## config.mk

```make
export PLATFORM = sky130hd
export DESIGN_NAME = text_command_tokenizer_flat
export DESIGN_NICKNAME = d
export VERILOG_FILES = /design/src/design/tct_pkg.sv /design/src/design/tct_cmd_if.sv /design/src/design/tct_tok_if.sv /design/src/design/text_command_tokenizer.sv /design/src/design/tct_ram.sv /design/src/design/tct_ctrl.sv /design/src/design/tct_dp.sv /design/src/flat_wrapper.sv
export SDC_FILE = /design/constraint.sdc
export NUM_CORES = 1
export LEC_CHECK = 0
export ABC_AREA = 1
export ABC_CLOCK_PERIOD_IN_PS = 8400
export BUFFER_PORTS_ARGS = -buffer_cell sky130_fd_sc_hd__buf_2
export CORE_UTILIZATION = 67
export DETAILED_ROUTE_END_ITERATION = 10
export PLACE_DENSITY = 0.85
export SYNTH_ARGS = -nofsm -noshare
export SYNTH_HDL_FRONTEND = slang
export SYNTH_SLANG_ARGS = --single-unit
export TNS_END_PERCENT = 30
```

## constraint.sdc

```tcl
create_clock -name clk -period 8.4 [get_ports clk]
set_input_delay 0 -clock clk [delete_from_list [all_inputs] [get_ports clk]]
set_output_delay 0 -clock clk [all_outputs]
set_load 0.02 [all_outputs]
```

## src/design/tct_pkg.sv

```systemverilog
`default_nettype none

package tct_pkg;

	localparam int HOLD_DEPTH_DEF = 16;
	localparam int KW_NUM = 7;
	localparam int KW_MAX_LEN = 6;

	localparam logic [1:0] MODE_BETWEEN = 2'd0;
	localparam logic [1:0] MODE_PLAIN = 2'd1;
	localparam logic [1:0] MODE_QUOTED = 2'd2;

	localparam logic [2:0] CMD_UNKNOWN = 3'd0;
	localparam logic [2:0] CMD_PING = 3'd1;
	localparam logic [2:0] CMD_SET = 3'd2;
	localparam logic [2:0] CMD_GET = 3'd3;
	localparam logic [2:0] CMD_DEL = 3'd4;
	localparam logic [2:0] CMD_EXPIRE = 3'd5;
	localparam logic [2:0] CMD_TTL = 3'd6;
	localparam logic [2:0] CMD_STATS = 3'd7;

	localparam logic [7:0] CH_TAB = 8'd9;
	localparam logic [7:0] CH_CR = 8'd13;
	localparam logic [7:0] CH_SPACE = 8'd32;
	localparam logic [7:0] CH_QUOTE = 8'd34;
	localparam logic [7:0] CH_BACKSLASH = 8'd92;
	localparam logic [7:0] CH_LOWER_A = 8'd97;
	localparam logic [7:0] CH_LOWER_Z = 8'd122;
	localparam logic [7:0] CASE_OFFSET = 8'd32;

	// keyword characters, first character at index 0
	typedef logic [KW_MAX_LEN-1:0][7:0] kw_text_t;

	localparam kw_text_t KW_TEXT [KW_NUM] = '{
		{16'h0000, "GNIP"},
		{24'h000000, "TES"},
		{24'h000000, "TEG"},
		{24'h000000, "LED"},
		{"ERIPXE"},
		{24'h000000, "LTT"},
		{8'h00, "STATS"}
	};

	localparam logic [2:0] KW_LEN [KW_NUM] = '{3'd4, 3'd3, 3'd3, 3'd3, 3'd6, 3'd3, 3'd5};

	typedef struct packed {
		logic load;
		logic rel_start;
		logic rel_step;
		logic main;
		logic eol_bs;
		logic summary;
	} tct_cmd_t;

	typedef struct packed {
		logic need_release;
		logic rel_last;
		logic main_emit;
		logic emit_en;
		logic bs_needed;
		logic eol;
		logic out_free;
	} tct_sts_t;

	typedef struct packed {
		logic kind;
		logic arg_index;
		logic [7:0] arg_byte;
		logic arg_start;
		logic [2:0] command_code;
		logic args_complete;
		logic hold_overflow;
		logic last;
	} tct_res_t;

	function automatic logic is_ws(input logic [7:0] b);
		return (b == CH_SPACE) || (b >= CH_TAB && b <= CH_CR);
	endfunction

	function automatic logic [KW_NUM-1:0] kw_mask_next(input logic [KW_NUM-1:0] mask,
			input logic [2:0] pos, input logic [7:0] b);
		logic [KW_NUM-1:0] m;
		logic [7:0] up;
		m = mask;
		up = (b >= CH_LOWER_A && b <= CH_LOWER_Z) ? b - CASE_OFFSET : b;
		for (int k = 0; k < KW_NUM; k++) begin
			if (pos >= KW_LEN[k]) begin
				m[k] = 1'b0;
			end else if (KW_TEXT[k][pos] != up) begin
				m[k] = 1'b0;
			end
		end
		return m;
	endfunction

	function automatic logic [2:0] cmd_code(input logic [1:0] tc,
			input logic [KW_NUM-1:0] mask, input logic [2:0] len);
		logic [2:0] c;
		c = CMD_UNKNOWN;
		if (tc != 2'd0) begin
			for (int k = KW_NUM - 1; k >= 0; k--) begin
				if (mask[k] && KW_LEN[k] == len) begin
					c = 3'(k + 1);
				end
			end
		end
		return c;
	endfunction

endpackage

`default_nettype wire

```

## src/design/tct_cmd_if.sv

```systemverilog
`default_nettype none

interface tct_cmd_if;
	logic valid;
	logic ready;
	logic [7:0] byte_value;
	logic byte_valid;
	logic end_of_command;

	modport source(output valid, output byte_value, output byte_valid,
		output end_of_command, input ready);
	modport sink(input valid, input byte_value, input byte_valid,
		input end_of_command, output ready);
endinterface

`default_nettype wire

```

## src/design/tct_tok_if.sv

```systemverilog
`default_nettype none

interface tct_tok_if;
	logic valid;
	logic ready;
	logic kind;
	logic arg_index;
	logic [7:0] arg_byte;
	logic arg_start;
	logic [2:0] command_code;
	logic args_complete;
	logic hold_overflow;
	logic last;

	modport source(output valid, output kind, output arg_index, output arg_byte,
		output arg_start, output command_code, output args_complete,
		output hold_overflow, output last, input ready);
	modport sink(input valid, input kind, input arg_index, input arg_byte,
		input arg_start, input command_code, input args_complete,
		input hold_overflow, input last, output ready);
endinterface

`default_nettype wire

```

## src/design/text_command_tokenizer.sv

```systemverilog
// text_command_tokenizer: splits a command line into whitespace-separated tokens
// cmd channel: one byte per transfer (byte_value, byte_valid) plus end_of_command;
//   a transfer with byte_valid low carries only the end marker, and one with
//   neither flag set does nothing
// tok channel: argument bytes of the key and value tokens (kind 0) and one
//   summary per line (kind 1) with command code, args_complete and hold_overflow;
//   last marks the final result caused by one cmd transfer
// timing: a transfer registers the byte; each result is then registered in the
//   tok output register; cmd ready returns when the controller is back in IDLE
// quoted whitespace is held in a HOLD_DEPTH-entry ram and released one byte per
//   cycle while tok is not stalled, before the next non-whitespace byte
// end of line adds a pending-backslash step and the summary step
// throughput is set by the controller step sequence feeding one output register
// a stalled tok channel freezes the controller at the next emitting step; cmd
//   ready stays low until every result of the current byte is in the output
//   register
// reset clears the scanner to the between-tokens state with an empty hold ram
`default_nettype none

module text_command_tokenizer #(
	parameter int HOLD_DEPTH = tct_pkg::HOLD_DEPTH_DEF
) (
	input logic clk,
	input logic arst_n,
	tct_cmd_if.sink cmd,
	tct_tok_if.source tok
);

	tct_pkg::tct_cmd_t ctl;
	tct_pkg::tct_sts_t sts;
	tct_pkg::tct_res_t res;
	logic res_valid;
	logic in_ready;

	tct_ctrl u_ctrl (
		.clk(clk),
		.arst_n(arst_n),
		.in_valid(cmd.valid),
		.in_ready(in_ready),
		.sts(sts),
		.ctl(ctl)
	);

	tct_dp #(
		.HOLD_DEPTH(HOLD_DEPTH)
	) u_dp (
		.clk(clk),
		.arst_n(arst_n),
		.byte_value(cmd.byte_value),
		.byte_valid(cmd.byte_valid),
		.end_of_command(cmd.end_of_command),
		.ctl(ctl),
		.sts(sts),
		.res_valid(res_valid),
		.res_ready(tok.ready),
		.res(res)
	);

	assign cmd.ready = in_ready;
	assign tok.valid = res_valid;
	assign tok.kind = res.kind;
	assign tok.arg_index = res.arg_index;
	assign tok.arg_byte = res.arg_byte;
	assign tok.arg_start = res.arg_start;
	assign tok.command_code = res.command_code;
	assign tok.args_complete = res.args_complete;
	assign tok.hold_overflow = res.hold_overflow;
	assign tok.last = res.last;

	a_busy_after_transfer: assert property (@(posedge clk) disable iff (!arst_n)
		cmd.valid && cmd.ready |=> !cmd.ready)
		else $error("cmd ready high right after a transfer");

	a_idle_no_open_result: assert property (@(posedge clk) disable iff (!arst_n)
		cmd.ready |-> !(tok.valid && !tok.last))
		else $error("cmd ready while a non-final result is pending");

	a_summary_last: assert property (@(posedge clk) disable iff (!arst_n)
		tok.valid && tok.kind |-> tok.last)
		else $error("summary result without last");

	a_summary_room: assert property (@(posedge clk) disable iff (!arst_n)
		ctl.summary |-> sts.out_free)
		else $error("summary issued with output register occupied");

endmodule

`default_nettype wire

```

## src/design/tct_ram.sv

```systemverilog
`default_nettype none

module tct_ram #(
	parameter int WIDTH = 8,
	parameter int DEPTH = tct_pkg::HOLD_DEPTH_DEF
) (
	input logic clk,
	input logic we,
	input logic [((DEPTH > 1) ? $clog2(DEPTH) : 1)-1:0] waddr,
	input logic [WIDTH-1:0] wdata,
	input logic [((DEPTH > 1) ? $clog2(DEPTH) : 1)-1:0] raddr,
	output logic [WIDTH-1:0] rdata
);

	logic [WIDTH-1:0] mem_q [DEPTH];

	always_ff @(posedge clk) begin
		if (we) begin
			mem_q[waddr] <= wdata;
		end
		rdata <= mem_q[raddr];
	end

endmodule

`default_nettype wire

```

## src/design/tct_ctrl.sv

```systemverilog
`default_nettype none

module tct_ctrl (
	input logic clk,
	input logic arst_n,
	input logic in_valid,
	output logic in_ready,
	input tct_pkg::tct_sts_t sts,
	output tct_pkg::tct_cmd_t ctl
);

	localparam logic [2:0] S_IDLE = 3'd0;
	localparam logic [2:0] S_DECIDE = 3'd1;
	localparam logic [2:0] S_REL = 3'd2;
	localparam logic [2:0] S_MAIN = 3'd3;
	localparam logic [2:0] S_EOL = 3'd4;
	localparam logic [2:0] S_SUM = 3'd5;

	logic [2:0] state_q;
	logic [2:0] state_d;

	always_comb begin
		state_d = state_q;
		ctl = '0;
		in_ready = 1'b0;
		unique case (state_q)
			S_IDLE: begin
				in_ready = 1'b1;
				if (in_valid) begin
					ctl.load = 1'b1;
					state_d = S_DECIDE;
				end
			end
			S_DECIDE: begin
				if (sts.need_release) begin
					ctl.rel_start = 1'b1;
					state_d = S_REL;
				end else begin
					state_d = S_MAIN;
				end
			end
			S_REL: begin
				if (!sts.emit_en || sts.out_free) begin
					ctl.rel_step = 1'b1;
					if (sts.rel_last) begin
						state_d = S_MAIN;
					end
				end
			end
			S_MAIN: begin
				if (!sts.main_emit || sts.out_free) begin
					ctl.main = 1'b1;
					state_d = sts.eol ? S_EOL : S_IDLE;
				end
			end
			S_EOL: begin
				if (!(sts.bs_needed && sts.emit_en) || sts.out_free) begin
					ctl.eol_bs = sts.bs_needed;
					state_d = S_SUM;
				end
			end
			S_SUM: begin
				if (sts.out_free) begin
					ctl.summary = 1'b1;
					state_d = S_IDLE;
				end
			end
			default: begin
				state_d = S_IDLE;
			end
		endcase
	end

	always_ff @(posedge clk or negedge arst_n) begin
		if (!arst_n) begin
			state_q <= S_IDLE;
		end else begin
			state_q <= state_d;
		end
	end

endmodule

`default_nettype wire

```

## src/design/tct_dp.sv

```systemverilog
`default_nettype none

module tct_dp #(
	parameter int HOLD_DEPTH = tct_pkg::HOLD_DEPTH_DEF
) (
	input logic clk,
	input logic arst_n,
	input logic [7:0] byte_value,
	input logic byte_valid,
	input logic end_of_command,
	input tct_pkg::tct_cmd_t ctl,
	output tct_pkg::tct_sts_t sts,
	output logic res_valid,
	input logic res_ready,
	output tct_pkg::tct_res_t res
);

	localparam int AW = (HOLD_DEPTH > 1) ? $clog2(HOLD_DEPTH) : 1;
	localparam int CW = $clog2(HOLD_DEPTH + 1);

	logic [7:0] byte_q;
	logic bvalid_q;
	logic eol_q;

	logic [1:0] mode_q, mode_d;
	logic esc_q, esc_d;
	logic escsp_q, escsp_d;
	logic [CW-1:0] hcount_q, hcount_d;
	logic [1:0] tc_q, tc_d;
	logic thb_q, thb_d;
	logic [tct_pkg::KW_NUM-1:0] mask_q, mask_d;
	logic [2:0] ftl_q, ftl_d;
	logic ovf_q, ovf_d;
	logic [AW-1:0] idx_q;
	logic [AW-1:0] raddr;
	logic [7:0] rdata;

	logic res_valid_q;
	tct_pkg::tct_res_t res_q;
	tct_pkg::tct_res_t res_d;

	logic ws, is_quote, is_bslash;
	logic [2:0] code_now;
	logic emit_en;
	logic ap_main;
	logic ap_do;
	logic [7:0] ap_byte;
	logic byte_emit;
	logic byte_last;
	logic rel_last;
	logic out_free;
	logic hold_do;
	logic hold_wr;
	logic end_tok;
	logic [1:0] tc_fin;
	logic [2:0] code_fin;
	logic [1:0] need;

	always_comb begin
		ws = tct_pkg::is_ws(byte_q);
		is_quote = (byte_q == tct_pkg::CH_QUOTE);
		is_bslash = (byte_q == tct_pkg::CH_BACKSLASH);
		code_now = tct_pkg::cmd_code(tc_q, mask_q, ftl_q);
		case (code_now) inside
			tct_pkg::CMD_SET, tct_pkg::CMD_EXPIRE: emit_en = (tc_q == 2'd1) || (tc_q == 2'd2);
			tct_pkg::CMD_GET, tct_pkg::CMD_DEL, tct_pkg::CMD_TTL: emit_en = (tc_q == 2'd1);
			default: emit_en = 1'b0;
		endcase
		case (mode_q)
			tct_pkg::MODE_PLAIN: ap_main = !ws;
			tct_pkg::MODE_QUOTED: ap_main = !ws && (esc_q || (!is_quote && !is_bslash));
			default: ap_main = !ws && !is_quote;
		endcase
		ap_main = ap_main && bvalid_q;
		rel_last = (CW'(idx_q) + CW'(1)) == hcount_q;
		out_free = !res_valid_q || res_ready;

		ap_do = ctl.rel_step || ctl.eol_bs || (ctl.main && ap_main);
		if (ctl.rel_step) begin
			ap_byte = rdata;
		end else if (ctl.eol_bs) begin
			ap_byte = tct_pkg::CH_BACKSLASH;
		end else begin
			ap_byte = byte_q;
		end
		if (ctl.rel_step) begin
			byte_last = rel_last && (is_quote || is_bslash) && !eol_q;
		end else if (ctl.eol_bs) begin
			byte_last = 1'b0;
		end else begin
			byte_last = !eol_q;
		end
		byte_emit = ap_do && emit_en;

		tc_fin = (thb_q && tc_q != 2'd3) ? tc_q + 2'd1 : tc_q;
		code_fin = tct_pkg::cmd_code(tc_fin, mask_q, ftl_q);
		case (code_fin) inside
			tct_pkg::CMD_SET, tct_pkg::CMD_EXPIRE: need = 2'd3;
			tct_pkg::CMD_GET, tct_pkg::CMD_DEL, tct_pkg::CMD_TTL: need = 2'd2;
			default: need = 2'd0;
		endcase
	end

	always_comb begin
		sts.need_release = bvalid_q && mode_q == tct_pkg::MODE_QUOTED && !esc_q && !ws
			&& hcount_q != '0;
		sts.rel_last = rel_last;
		sts.main_emit = ap_main && emit_en;
		sts.emit_en = emit_en;
		sts.bs_needed = (mode_q == tct_pkg::MODE_QUOTED) && (esc_q || escsp_q);
		sts.eol = eol_q;
		sts.out_free = out_free;
	end

	// scanner state update
	always_comb begin
		mode_d = mode_q;
		esc_d = esc_q;
		escsp_d = escsp_q;
		hcount_d = hcount_q;
		tc_d = tc_q;
		thb_d = thb_q;
		mask_d = mask_q;
		ftl_d = ftl_q;
		ovf_d = ovf_q;
		hold_do = 1'b0;
		end_tok = 1'b0;
		if (ctl.main && bvalid_q) begin
			case (mode_q)
				tct_pkg::MODE_PLAIN: begin
					end_tok = ws;
				end
				tct_pkg::MODE_QUOTED: begin
					if (esc_q) begin
						esc_d = 1'b0;
						if (ws) begin
							escsp_d = 1'b1;
							hold_do = 1'b1;
						end
					end else if (ws) begin
						hold_do = 1'b1;
					end else begin
						escsp_d = 1'b0;
						hcount_d = '0;
						if (is_quote) begin
							end_tok = 1'b1;
						end else if (is_bslash) begin
							esc_d = 1'b1;
						end
					end
				end
				default: begin
					if (!ws) begin
						thb_d = 1'b0;
						mode_d = is_quote ? tct_pkg::MODE_QUOTED : tct_pkg::MODE_PLAIN;
					end
				end
			endcase
		end
		hold_wr = hold_do && (hcount_q < CW'(HOLD_DEPTH));
		if (hold_do) begin
			if (hcount_q < CW'(HOLD_DEPTH)) begin
				hcount_d = hcount_q + CW'(1);
			end else begin
				ovf_d = 1'b1;
			end
		end
		if (end_tok) begin
			if (thb_q && tc_q != 2'd3) begin
				tc_d = tc_q + 2'd1;
			end
			thb_d = 1'b0;
			mode_d = tct_pkg::MODE_BETWEEN;
		end
		if (ap_do) begin
			if (tc_q == 2'd0) begin
				mask_d = tct_pkg::kw_mask_next(mask_q, ftl_q, ap_byte);
				if (ftl_q != 3'd7) begin
					ftl_d = ftl_q + 3'd1;
				end
			end
			thb_d = 1'b1;
		end
		if (ctl.summary) begin
			mode_d = tct_pkg::MODE_BETWEEN;
			esc_d = 1'b0;
			escsp_d = 1'b0;
			hcount_d = '0;
			tc_d = '0;
			thb_d = 1'b0;
			mask_d = '1;
			ftl_d = '0;
			ovf_d = 1'b0;
		end
	end

	always_comb begin
		res_d = '0;
		if (ctl.summary) begin
			res_d.kind = 1'b1;
			res_d.command_code = code_fin;
			res_d.args_complete = (tc_fin >= need);
			res_d.hold_overflow = ovf_q;
			res_d.last = 1'b1;
		end else begin
			res_d.arg_index = tc_q[1];
			res_d.arg_byte = ap_byte;
			res_d.arg_start = !thb_q;
			res_d.command_code = tct_pkg::CMD_UNKNOWN;
			res_d.last = byte_last;
		end
	end

	always_comb begin
		if (ctl.rel_start) begin
			raddr = '0;
		end else if (ctl.rel_step && !rel_last) begin
			raddr = idx_q + AW'(1);
		end else begin
			raddr = idx_q;
		end
	end

	always_ff @(posedge clk or negedge arst_n) begin
		if (!arst_n) begin
			bvalid_q <= 1'b0;
			eol_q <= 1'b0;
			mode_q <= tct_pkg::MODE_BETWEEN;
			esc_q <= 1'b0;
			escsp_q <= 1'b0;
			hcount_q <= '0;
			tc_q <= '0;
			thb_q <= 1'b0;
			mask_q <= '1;
			ftl_q <= '0;
			ovf_q <= 1'b0;
			idx_q <= '0;
			res_valid_q <= 1'b0;
		end else begin
			if (ctl.load) begin
				bvalid_q <= byte_valid;
				eol_q <= end_of_command;
			end
			mode_q <= mode_d;
			esc_q <= esc_d;
			escsp_q <= escsp_d;
			hcount_q <= hcount_d;
			tc_q <= tc_d;
			thb_q <= thb_d;
			mask_q <= mask_d;
			ftl_q <= ftl_d;
			ovf_q <= ovf_d;
			idx_q <= raddr;
			if (byte_emit || ctl.summary) begin
				res_valid_q <= 1'b1;
			end else if (res_ready) begin
				res_valid_q <= 1'b0;
			end
		end
	end

	always_ff @(posedge clk) begin
		if (ctl.load) begin
			byte_q <= byte_value;
		end
		if (byte_emit || ctl.summary) begin
			res_q <= res_d;
		end
	end

	tct_ram #(
		.WIDTH(8),
		.DEPTH(HOLD_DEPTH)
	) u_hold_ram (
		.clk(clk),
		.we(hold_wr),
		.waddr(hcount_q[AW-1:0]),
		.wdata(byte_q),
		.raddr(raddr),
		.rdata(rdata)
	);

	assign res_valid = res_valid_q;
	assign res = res_q;

endmodule

`default_nettype wire

```

## src/flat_wrapper.sv

```systemverilog
// flat-port wrapper written by rule: the top's interface ports become plain ports
module text_command_tokenizer_flat 
#(
	parameter int HOLD_DEPTH = tct_pkg::HOLD_DEPTH_DEF
)
  (clk, arst_n, cmd_valid, cmd_byte_value, cmd_byte_valid, cmd_end_of_command, cmd_ready, tok_valid, tok_kind, tok_arg_index, tok_arg_byte, tok_arg_start, tok_command_code, tok_args_complete, tok_hold_overflow, tok_last, tok_ready);
  tct_cmd_if cmd_i ();
  tct_tok_if tok_i ();
  input logic clk;
  input logic arst_n;
  input wire logic [$bits(cmd_i.valid)-1:0] cmd_valid;
  input wire logic [$bits(cmd_i.byte_value)-1:0] cmd_byte_value;
  input wire logic [$bits(cmd_i.byte_valid)-1:0] cmd_byte_valid;
  input wire logic [$bits(cmd_i.end_of_command)-1:0] cmd_end_of_command;
  output wire logic [$bits(cmd_i.ready)-1:0] cmd_ready;
  output wire logic [$bits(tok_i.valid)-1:0] tok_valid;
  output wire logic [$bits(tok_i.kind)-1:0] tok_kind;
  output wire logic [$bits(tok_i.arg_index)-1:0] tok_arg_index;
  output wire logic [$bits(tok_i.arg_byte)-1:0] tok_arg_byte;
  output wire logic [$bits(tok_i.arg_start)-1:0] tok_arg_start;
  output wire logic [$bits(tok_i.command_code)-1:0] tok_command_code;
  output wire logic [$bits(tok_i.args_complete)-1:0] tok_args_complete;
  output wire logic [$bits(tok_i.hold_overflow)-1:0] tok_hold_overflow;
  output wire logic [$bits(tok_i.last)-1:0] tok_last;
  input wire logic [$bits(tok_i.ready)-1:0] tok_ready;
  assign cmd_i.valid = cmd_valid;
  assign cmd_i.byte_value = cmd_byte_value;
  assign cmd_i.byte_valid = cmd_byte_valid;
  assign cmd_i.end_of_command = cmd_end_of_command;
  assign cmd_ready = cmd_i.ready;
  assign tok_valid = tok_i.valid;
  assign tok_kind = tok_i.kind;
  assign tok_arg_index = tok_i.arg_index;
  assign tok_arg_byte = tok_i.arg_byte;
  assign tok_arg_start = tok_i.arg_start;
  assign tok_command_code = tok_i.command_code;
  assign tok_args_complete = tok_i.args_complete;
  assign tok_hold_overflow = tok_i.hold_overflow;
  assign tok_last = tok_i.last;
  assign tok_i.ready = tok_ready;
  text_command_tokenizer #(.HOLD_DEPTH(HOLD_DEPTH)) u_core (.clk(clk), .arst_n(arst_n), .cmd(cmd_i), .tok(tok_i));
endmodule
```

# Word level (Yosys, flattened, before mapping)
# Memories as Yosys holds them, arrays and structs flattened. A register that Yosys moved wholly into a read port is not among the register bits.
# Index checks and enable logic that the tools add are counted.
word_totals:
  register_bits: 58
  latchBits: 0
  ram_bits: 128
  mem_bits_ro: 448
  inputBits: 14
  out_inout_bits: 19
  wordCells: 316
  memories: 8
classes:
  n_addsub: 6
  mul: 0
  div: 0
  magnitude_cmp: 11
  eq_ne: 49
  shifts: 0
  muxes: 121
  bitwise: 0
  n_reduce_logical: 92
memory_table:
  columns: ["memory", "depth", "width", "rd", "rd_ports_with_merged_regs", "write_ports", "line", "text"]
  rows:
  - ["u_core.u_dp.u_hold_ram.mem_q", 16, 8, 1, 1, 1, "tct_ram.sv:15", "logic [WIDTH-1:0] mem_q [DEPTH];"]
  - ["(name not given)", 8, 8, 1, 0, 0, "tct_pkg.sv:89", "end else if (KW_TEXT[k][pos] != up) begin"]
  - ["(name not given)", 8, 8, 1, 0, 0, "tct_pkg.sv:89", null]
  - ["(name not given)", 8, 8, 1, 0, 0, "tct_pkg.sv:89", null]
  - ["(name not given)", 8, 8, 1, 0, 0, "tct_pkg.sv:89", null]
  - ["(name not given)", 8, 8, 1, 0, 0, "tct_pkg.sv:89", null]
  - ["2 more memories", null, null, null, null, null, null, null]
op_table:
  columns: ["op", "count"]
  rows:
  - ["8-bit two-way mux", 10]
  - ["1-bit two-way mux", 65]
  - ["3-bit two-way mux", 20]
  - ["8-bit != test", 7]
  - ["5-bit two-way mux", 7]
  - ["3-bit AND reduction", 10]
  - ["1-bit logical AND", 28]
  - ["3-bit == test, second input constant", 8]
  - ["3-bit nonzero test", 8]
  - ["2-bit two-way mux", 11]
  - ["7-bit two-way mux", 3]
  - ["2-bit nonzero test", 10]
  - ["3-bit by 2-bit == test with 1-bit output, second input constant", 6]
  - ["3-bit one-hot mux with 6 select lines", 1]
  - ["8-bit by 6-bit == test with 1-bit output, second input constant", 2]
  - ["2-bit != test, second input constant", 8]
  - ["1-bit logical OR", 12]
  - ["1-bit zero test", 11]
  - ["3-bit == test, first input constant", 3]
  - ["3-bit >= comparator, second input constant", 3]
  - ["8-bit by 7-bit == test with 1-bit output, second input constant", 1]
  - ["8-bit by 4-bit >= comparator with 1-bit output, second input constant", 1]
  - ["8-bit by 7-bit >= comparator with 1-bit output, second input constant", 1]
  - ["8-bit by 4-bit less-or-equal comparator with 1-bit output, second input constant", 1]
  - ["32 further kinds", 42]

# Logic depth before layout (Yosys ltp)
depth:
  word_depth: 30
  ltp_mapped: 29
  depth_no_buf: 29

# By module
# Synthesis repeated with hierarchy kept, for this count alone.
unflattened:
  hier_cells: 1124
  hier_area_um2: 10030.9
modules_own_cells:
  columns: ["module", "n_inst", "cells_each", "area_per_inst_um2", "seq_area_each_um2"]
  rows:
  - ["tct_ram", 1, 551, 5766.8, 4003.8]
  - ["tct_dp", 1, 503, 3799.9, 1510.2]
  - ["tct_ctrl", 1, 70, 464.2, 75.1]

# Worst setup path before layout
# Ideal clock, no wire load.
synth_path:
  path_kind: "reg2reg"
  startpoint: "register u_core.u_dp.ftl_q[0]"
  endpoint: "memory u_core.u_dp.u_hold_ram.mem_q[15][0] (enable)"
  setup_time_ns: 0.370
  arrival_ns: 2.943
  required_ns: 8.030
  slack_ns: 5.087
  path_stages_with_launch: 27
  path_buffers: 1
  period_less_slack_ns: 3.313
  path_cell_list: "dfrtp_1 > ha_1 > ha_1 > nand2_1 > nand2_1 > nand2_1 > nand2_2 > nand2_2 > nand2_2 > nand2_2 > nand2_1 > nand2_1 > nand2_2 > nand3_4 > buf_8 > inv_2 > nand2_2 > nand2_1 > inv_2 > nand2_2 > clkinv_2 > nand3_4 > nor2_4 > nand2_2 > nor2_4 > inv_2 > nor2_1"
synth_between:
  elab_chain_cells: 24
  elab_cells_between_ends: 38
  classes_between: "eq/ne (9); mux (15); reduce/logical (14)"
synth_rtl:
  columns: ["item", "line", "text"]
  rows:
  - ["start, declared", "tct_dp.sv:32", "logic [2:0] ftl_q, ftl_d;"]
  - ["start signal, assigned", "tct_dp.sv:251", "ftl_q <= ftl_d;"]
  - ["3-bit == test", "tct_pkg.sv:102", "if (mask[k] && KW_LEN[k] == len) begin"]
  - ["1-bit logical AND", "tct_pkg.sv:102", null]
  - ["3-bit two-way mux (6 in a row)", "tct_pkg.sv:102", null]
  - ["3-bit two-way mux (*)", "tct_pkg.sv:102", null]
  - ["3-bit two-way mux (*)", "tct_pkg.sv:100", "if (tc != 2'd0) begin"]
  - ["3-bit by 2-bit == test with 1-bit output (no line) / 3-bit == test (equally long branches)", null, null]
  - ["3-bit OR reduction", "tct_dp.sv:64", "case (code_now) inside"]
  - ["1-bit two-way mux", "tct_dp.sv:64", null]
  - ["(+3 left out)", null, null]
  - ["1-bit logical OR (*)", "tct_ctrl.sv:51", "if (!sts.main_emit || sts.out_free) begin"]
  - ["1-bit two-way mux (*)", "tct_ctrl.sv:51", null]
  - ["1-bit two-way mux (*)", "tct_ctrl.sv:26", "unique case (state_q)"]
  - ["1-bit logical AND (*)", "tct_dp.sv:128", "if (ctl.main && bvalid_q) begin"]
  - ["1-bit two-way mux (*)", "tct_dp.sv:128", null]
  - ["1-bit logical AND (*)", "tct_dp.sv:160", "hold_wr = hold_do && (hcount_q < CW'(HOLD_DEPTH));"]
  - ["1-bit two-way mux (*)", "tct_ram.sv:18", "if (we) begin"]
  - ["1-bit two-way mux (implied by the code) (*)", "tct_ram.sv:19", "mem_q[waddr] <= wdata;"]
  - ["end, declared", "tct_ram.sv:15", null]
# Every way passes the cells marked *; elsewhere a longest branch is shown, timed or not.

# Worst setup path after layout
layout_path:
  startpoint: "register u_core.u_dp.ftl_q[2]"
  endpoint: "register u_core.u_dp.u_hold_ram.rdata[3] (read register of u_core.u_dp.u_hold_ram.mem_q)"
layout_between:
  elab_chain_cells: 21
  elab_cells_between_ends: 35
  classes_between: "eq/ne (9); mux (14); reduce/logical (12)"
layout_rtl:
  columns: ["item", "line", "text"]
  rows:
  - ["3-bit == test", "tct_pkg.sv:102", null]
  - ["1-bit logical AND", "tct_pkg.sv:102", null]
  - ["3-bit two-way mux (6 in a row)", "tct_pkg.sv:102", null]
  - ["3-bit two-way mux (*)", "tct_pkg.sv:102", null]
  - ["3-bit two-way mux (*)", "tct_pkg.sv:100", null]
  - ["3-bit by 2-bit == test with 1-bit output (no line) / 3-bit == test (equally long branches)", null, null]
  - ["3-bit OR reduction", "tct_dp.sv:64", null]
  - ["1-bit two-way mux", "tct_dp.sv:64", null]
  - ["1-bit two-way mux (*)", "tct_dp.sv:64", null]
  - ["1-bit zero test (*)", "tct_ctrl.sv:43", "if (!sts.emit_en || sts.out_free) begin"]
  - ["1-bit logical OR (*)", "tct_ctrl.sv:43", null]
  - ["1-bit two-way mux (*)", "tct_ctrl.sv:43", null]
  - ["1-bit two-way mux (*)", "tct_ctrl.sv:26", null]
  - ["1-bit logical AND (*)", "tct_dp.sv:217", "end else if (ctl.rel_step && !rel_last) begin"]
  - ["4-bit two-way mux (*)", "tct_dp.sv:217", null]
  - ["4-bit two-way mux (*)", "tct_dp.sv:215", "if (ctl.rel_start) begin"]
  - ["end, declared", "tct_ram.sv:12", "output logic [WIDTH-1:0] rdata"]
# Marked as above.
# A chain may end at the register's enable or synchronous reset.

==> summary.md <==
| Metric | Value |
|---|---|
| Clock sink count | `194` |
| Die Span Y | `120 µm` |
| Routed len/inst | `19.8 µm` |
| Startpoint types | `register` |
| Yosys reg bits | `194` |
| Worst Setup Path Type | `register to register` |
| DIE AREA | `0.0145 mm²` |
| # H-tree levels | `4` |
| Drt pass-1 iters | `6` |
| CTS tree | `done` |
| Max IR drop VDD | `0.232 mV` |
| Met1 Track Usage GR | `0.464` |
| Hold Startpoint | `cmd_valid` |
| Setup violators final | `0` |
| Worst slack, placed | `4.06 ns` |
| Slowest stage delay, CP | `0.84 ns` |
| Worst reg2reg path endpoint | `u_core.u_dp.u_hold_ram.rdata[3]` |
| Final wirelength | `22300 µm` |
| DR vias | `7016` |
| CTS max path bufs | `2` |
| DIE WIDTH | `120 µm` |
| Max-cap violations | `0` |
| CTS Buf Count | `17` |
| Mapped Area | `0.00939 mm²` |
| Quantity of gates resized following cts | `0` |
| Tmin final | `4.46 ns` |
| DRC Markers | `0` |
| Number of setup buffers added after CTS | `0` |
| Cts hold-fix bufs | `12` |
| Met3 Track Usage GR | `0.0627` |
| Core region area | `0.0135 mm²` |
| Netlist cell types | `52` |
| Crit share post-route | `0.531` |
| Hold EP | `u_core.u_dp.byte_q[6]` |
| Area grow syn2layout | `10.0%` |
| Yosys warnings | `0` |
| Nets | `972` |
| Initial antenna violation count | `0` |
| # fillers | `884` |
| Max Slew Vio Count | `0` |
| Largest net degree at the start of global routing | `66` |
| Buffers on Ports | `32` |
| CP arrival | `4.84 ns` |
| Worst r2r src | `u_core.u_dp.ftl_q[2]` |
| Relative slew slack | `0.292` |
| Critical Path RT | `8.78 ns` |
| Hold depth | `3` |
| Synthesized Nets | `936` |
| EDFF count, synth | `153` |
| Status | `finished clean` |
| Final GP Congestion | `0.978` |
| Crit path top cell by count | `nand2_1` |
| Reg2reg path depth | `20` |
| Post-synthesis area per instance | `10.4 µm²` |
| CTS Root Cell | `clkbuf_16` |
| Setup slack, reg-to-reg | `3.94 ns` |
| Met2 GRT Util | `0.504` |
| Worst-margin pin slew | `1.06 ns` |
| RSZ-0062 raised after global routing | `false` |
| Area of the multi-input gates | `0.00333 mm²` |
| Post-synthesis sequential area ratio | `0.595` |
| PD cells | `378 mW/mm²` |
| Fin. Hold Viols | `0` |
| Sum Neg Setup Slack | `0 ns` |
| Layout cells sized above 1 | `0.154` |
| Num ports | `33` |
| Clock-pin slew on the worst setup and hold paths | `0.07 ns` |
| Clk_skew | `0.00991 ns` |
| Number of routed nets with antenna violations | `0` |
| GRT Total Usage | `0.325` |
| Worst skew pair latency | `0.43 ns` |
| Vias/cell | `6.23` |
| CP Capture Type | `register` |
| FP Rows | `42` |
| ANT cells | `0` |
| Post-Syn Instances | `902` |
| Max stage delay cell, worst path | `inv_2` |
| Post-DP HPWL | `14000 µm` |
| Max FO, Critical Path | `65` |
| Worst hold path type | `input pin to register` |
| Gr busiest metal | `met2` |
| Setup ws final | `3.94 ns` |
| Starting Density | `0.698` |
| Fmax | `224 MHz` |
| Vias in the first global route | `6645` |
| CP Cell Sequence | `inv_1, ha_1, nand2_1, nand2_1, inv_1, nand3_1, nand2_1, nand3_1, nand2_2, nand3_4, nand2_2, inv_2, nand2_1, nand3_2, buf_4, inv_2, o21ai_0, o211ai_1, nand3_1, nand2_1` |
| Post-synth ARST share | `0.170` |
| Reg area | `0.00559 mm²` |
| Primary FF master, synth | `edfxtp_1` |
| First-pass GRT wire length | `35200 µm` |
| Leakage power | `3.98 nW` |
| Global route overflow | `0` |
| 1st-iter DRT viols | `914` |
layout make-up:
type	count	area share
Clock inverter	15	0.0139
Timing Repair Buffer	48	0.0300
Multi-Input combinational cell	594	0.322
Inverter	83	0.0308
Tap cell	176	0.0213
Clock buffer	17	0.0412
Sequential cell	194	0.541
critical path, delay by kind of cell, from the launching register on:
kind / cells / cell delay, ns
buffers and inverters: 5 / 1.54
adder cells (fa/ha/maj): 1 / 0.29
AO/OA/AOI/OAI: 2 / 0.48
AND/OR/NAND/NOR: 12 / 1.38
flip-flops: 1 / 0.68
worst max path at each step:
stage          cells past startpoint                  from                             endpoint
6_report                          20  u_core.u_dp.ftl_q[2]      u_core.u_dp.u_hold_ram.rdata[3]
2_1_floorplan                     26  u_core.u_dp.ftl_q[0]  u_core.u_dp.u_hold_ram.mem_q[15][0]
3_3_place_gp                      20  u_core.u_dp.ftl_q[2]      u_core.u_dp.u_hold_ram.rdata[2]
4_1_cts                           20  u_core.u_dp.ftl_q[2]      u_core.u_dp.u_hold_ram.rdata[3]
5_1_grt                           20  u_core.u_dp.ftl_q[2]      u_core.u_dp.u_hold_ram.rdata[1]
3_5_place_dp                      20  u_core.u_dp.ftl_q[2]      u_core.u_dp.u_hold_ram.rdata[3]
routing by layer:
metal / vias to the layer above / part of all wire
met5: - / 0
met4: 0 / 0.022
met3: 42 / 0.093
met2: 399 / 0.47
met1: 3352 / 0.42
li1: 3223 / -
synth_stat cells (all sizes together), types with 3 or more instances:
cell type | number | area (µm²)
nor2 | 127 | 519
buf | 24 | 134
o211ai | 33 | 248
nand3b | 3 | 33.8
o21ai | 90 | 462
dfxtp | 8 | 160
dfrtp | 26 | 651
a211oi | 4 | 30.0
nand2 | 154 | 673
o21bai | 33 | 248
o2111ai | 3 | 26.3
inv | 79 | 297
o22ai | 3 | 18.8
clkbuf | 7 | 26.3
edfxtp | 153 | 4590
clkinv | 4 | 21.3
nand3 | 58 | 353
a21oi | 12 | 63.8
or2 | 3 | 18.8
nand4 | 13 | 93.8
xor2 | 10 | 87.6
dfstp | 7 | 184
ha | 20 | 250
nor3 | 17 | 108
registers in the layout, indices dropped and copies added, names as in the netlist:
| name | flops |
|---|---|
| u_core.u_ctrl.state_q | 3 |
| u_core.u_dp.bvalid_q | 1 |
| u_core.u_dp.byte_q | 8 |
| u_core.u_dp.eol_q | 1 |
| u_core.u_dp.esc_q | 1 |
| u_core.u_dp.escsp_q | 1 |
| u_core.u_dp.ftl_q | 3 |
| u_core.u_dp.hcount_q | 5 |
| u_core.u_dp.idx_q | 4 |
| u_core.u_dp.mask_q | 7 |
| u_core.u_dp.mode_q | 2 |
| u_core.u_dp.ovf_q | 1 |
| u_core.u_dp.res | 17 |
| u_core.u_dp.res_valid | 1 |
| u_core.u_dp.tc_q | 2 |
| u_core.u_dp.thb_q | 1 |
| u_core.u_dp.u_hold_ram.mem_q | 128 |
| u_core.u_dp.u_hold_ram.rdata | 8 |
logic make-up after synthesis:
kind of cell,Yosys count,synth area share
xor gates and xnor gates,11,0.0103
AOI/OAI and AO/OA,184,0.122
buffers and inverters,114,0.0509
adders and majority gates,20,0.0266
DFF,194,0.595
and+or+nand+nor,379,0.195
cell usage in the layout (no fill, tap or decap), types with 5 or more instances in the layout:
cell type	synthesis	layout
a21oi_1	11	11
nand4_1	11	11
nand3_1	50	50
nand3_2	5	5
nor3_1	15	15
edfxtp_1	153	153
nor2_1	116	116
o211ai_1	33	33
dfxtp_1	8	8
ha_1	20	20
inv_1	67	67
dfstp_2	7	7
o21bai_1	33	33
dfrtp_1	26	26
nand2_2	20	20
buf_2	20	32
o21ai_0	86	86
nand2_4	6	6
xor2_1	10	10
clkbuf_16	0	17
nor2_2	8	8
inv_2	12	12
dlygate4sd3_1	0	12
nand2_1	128	128
through the flow:
stage          total power [mW]  hold slack [ns]  utilization  cell area [µm²]  std cells
2_1_floorplan              2.65           -0.296            -             9390        902
3_3_place_gp               3.01            0.106        0.717             9640       1083
3_5_place_dp               3.08            0.111        0.717             9640       1083
4_1_cts                    3.86            0.109        0.768            10300       1127
5_1_grt                    4.14            0.143        0.768            10300       1127
6_report                   3.91            0.139        0.768            10300       1127
report_power, final:
part	internal (mW)	switching, mW
Sequential	1.19	0.125
Combinational	0.567	1.25
Clock	0.394	0.382
No activity file was read; power rests on OpenSTA's default activity.
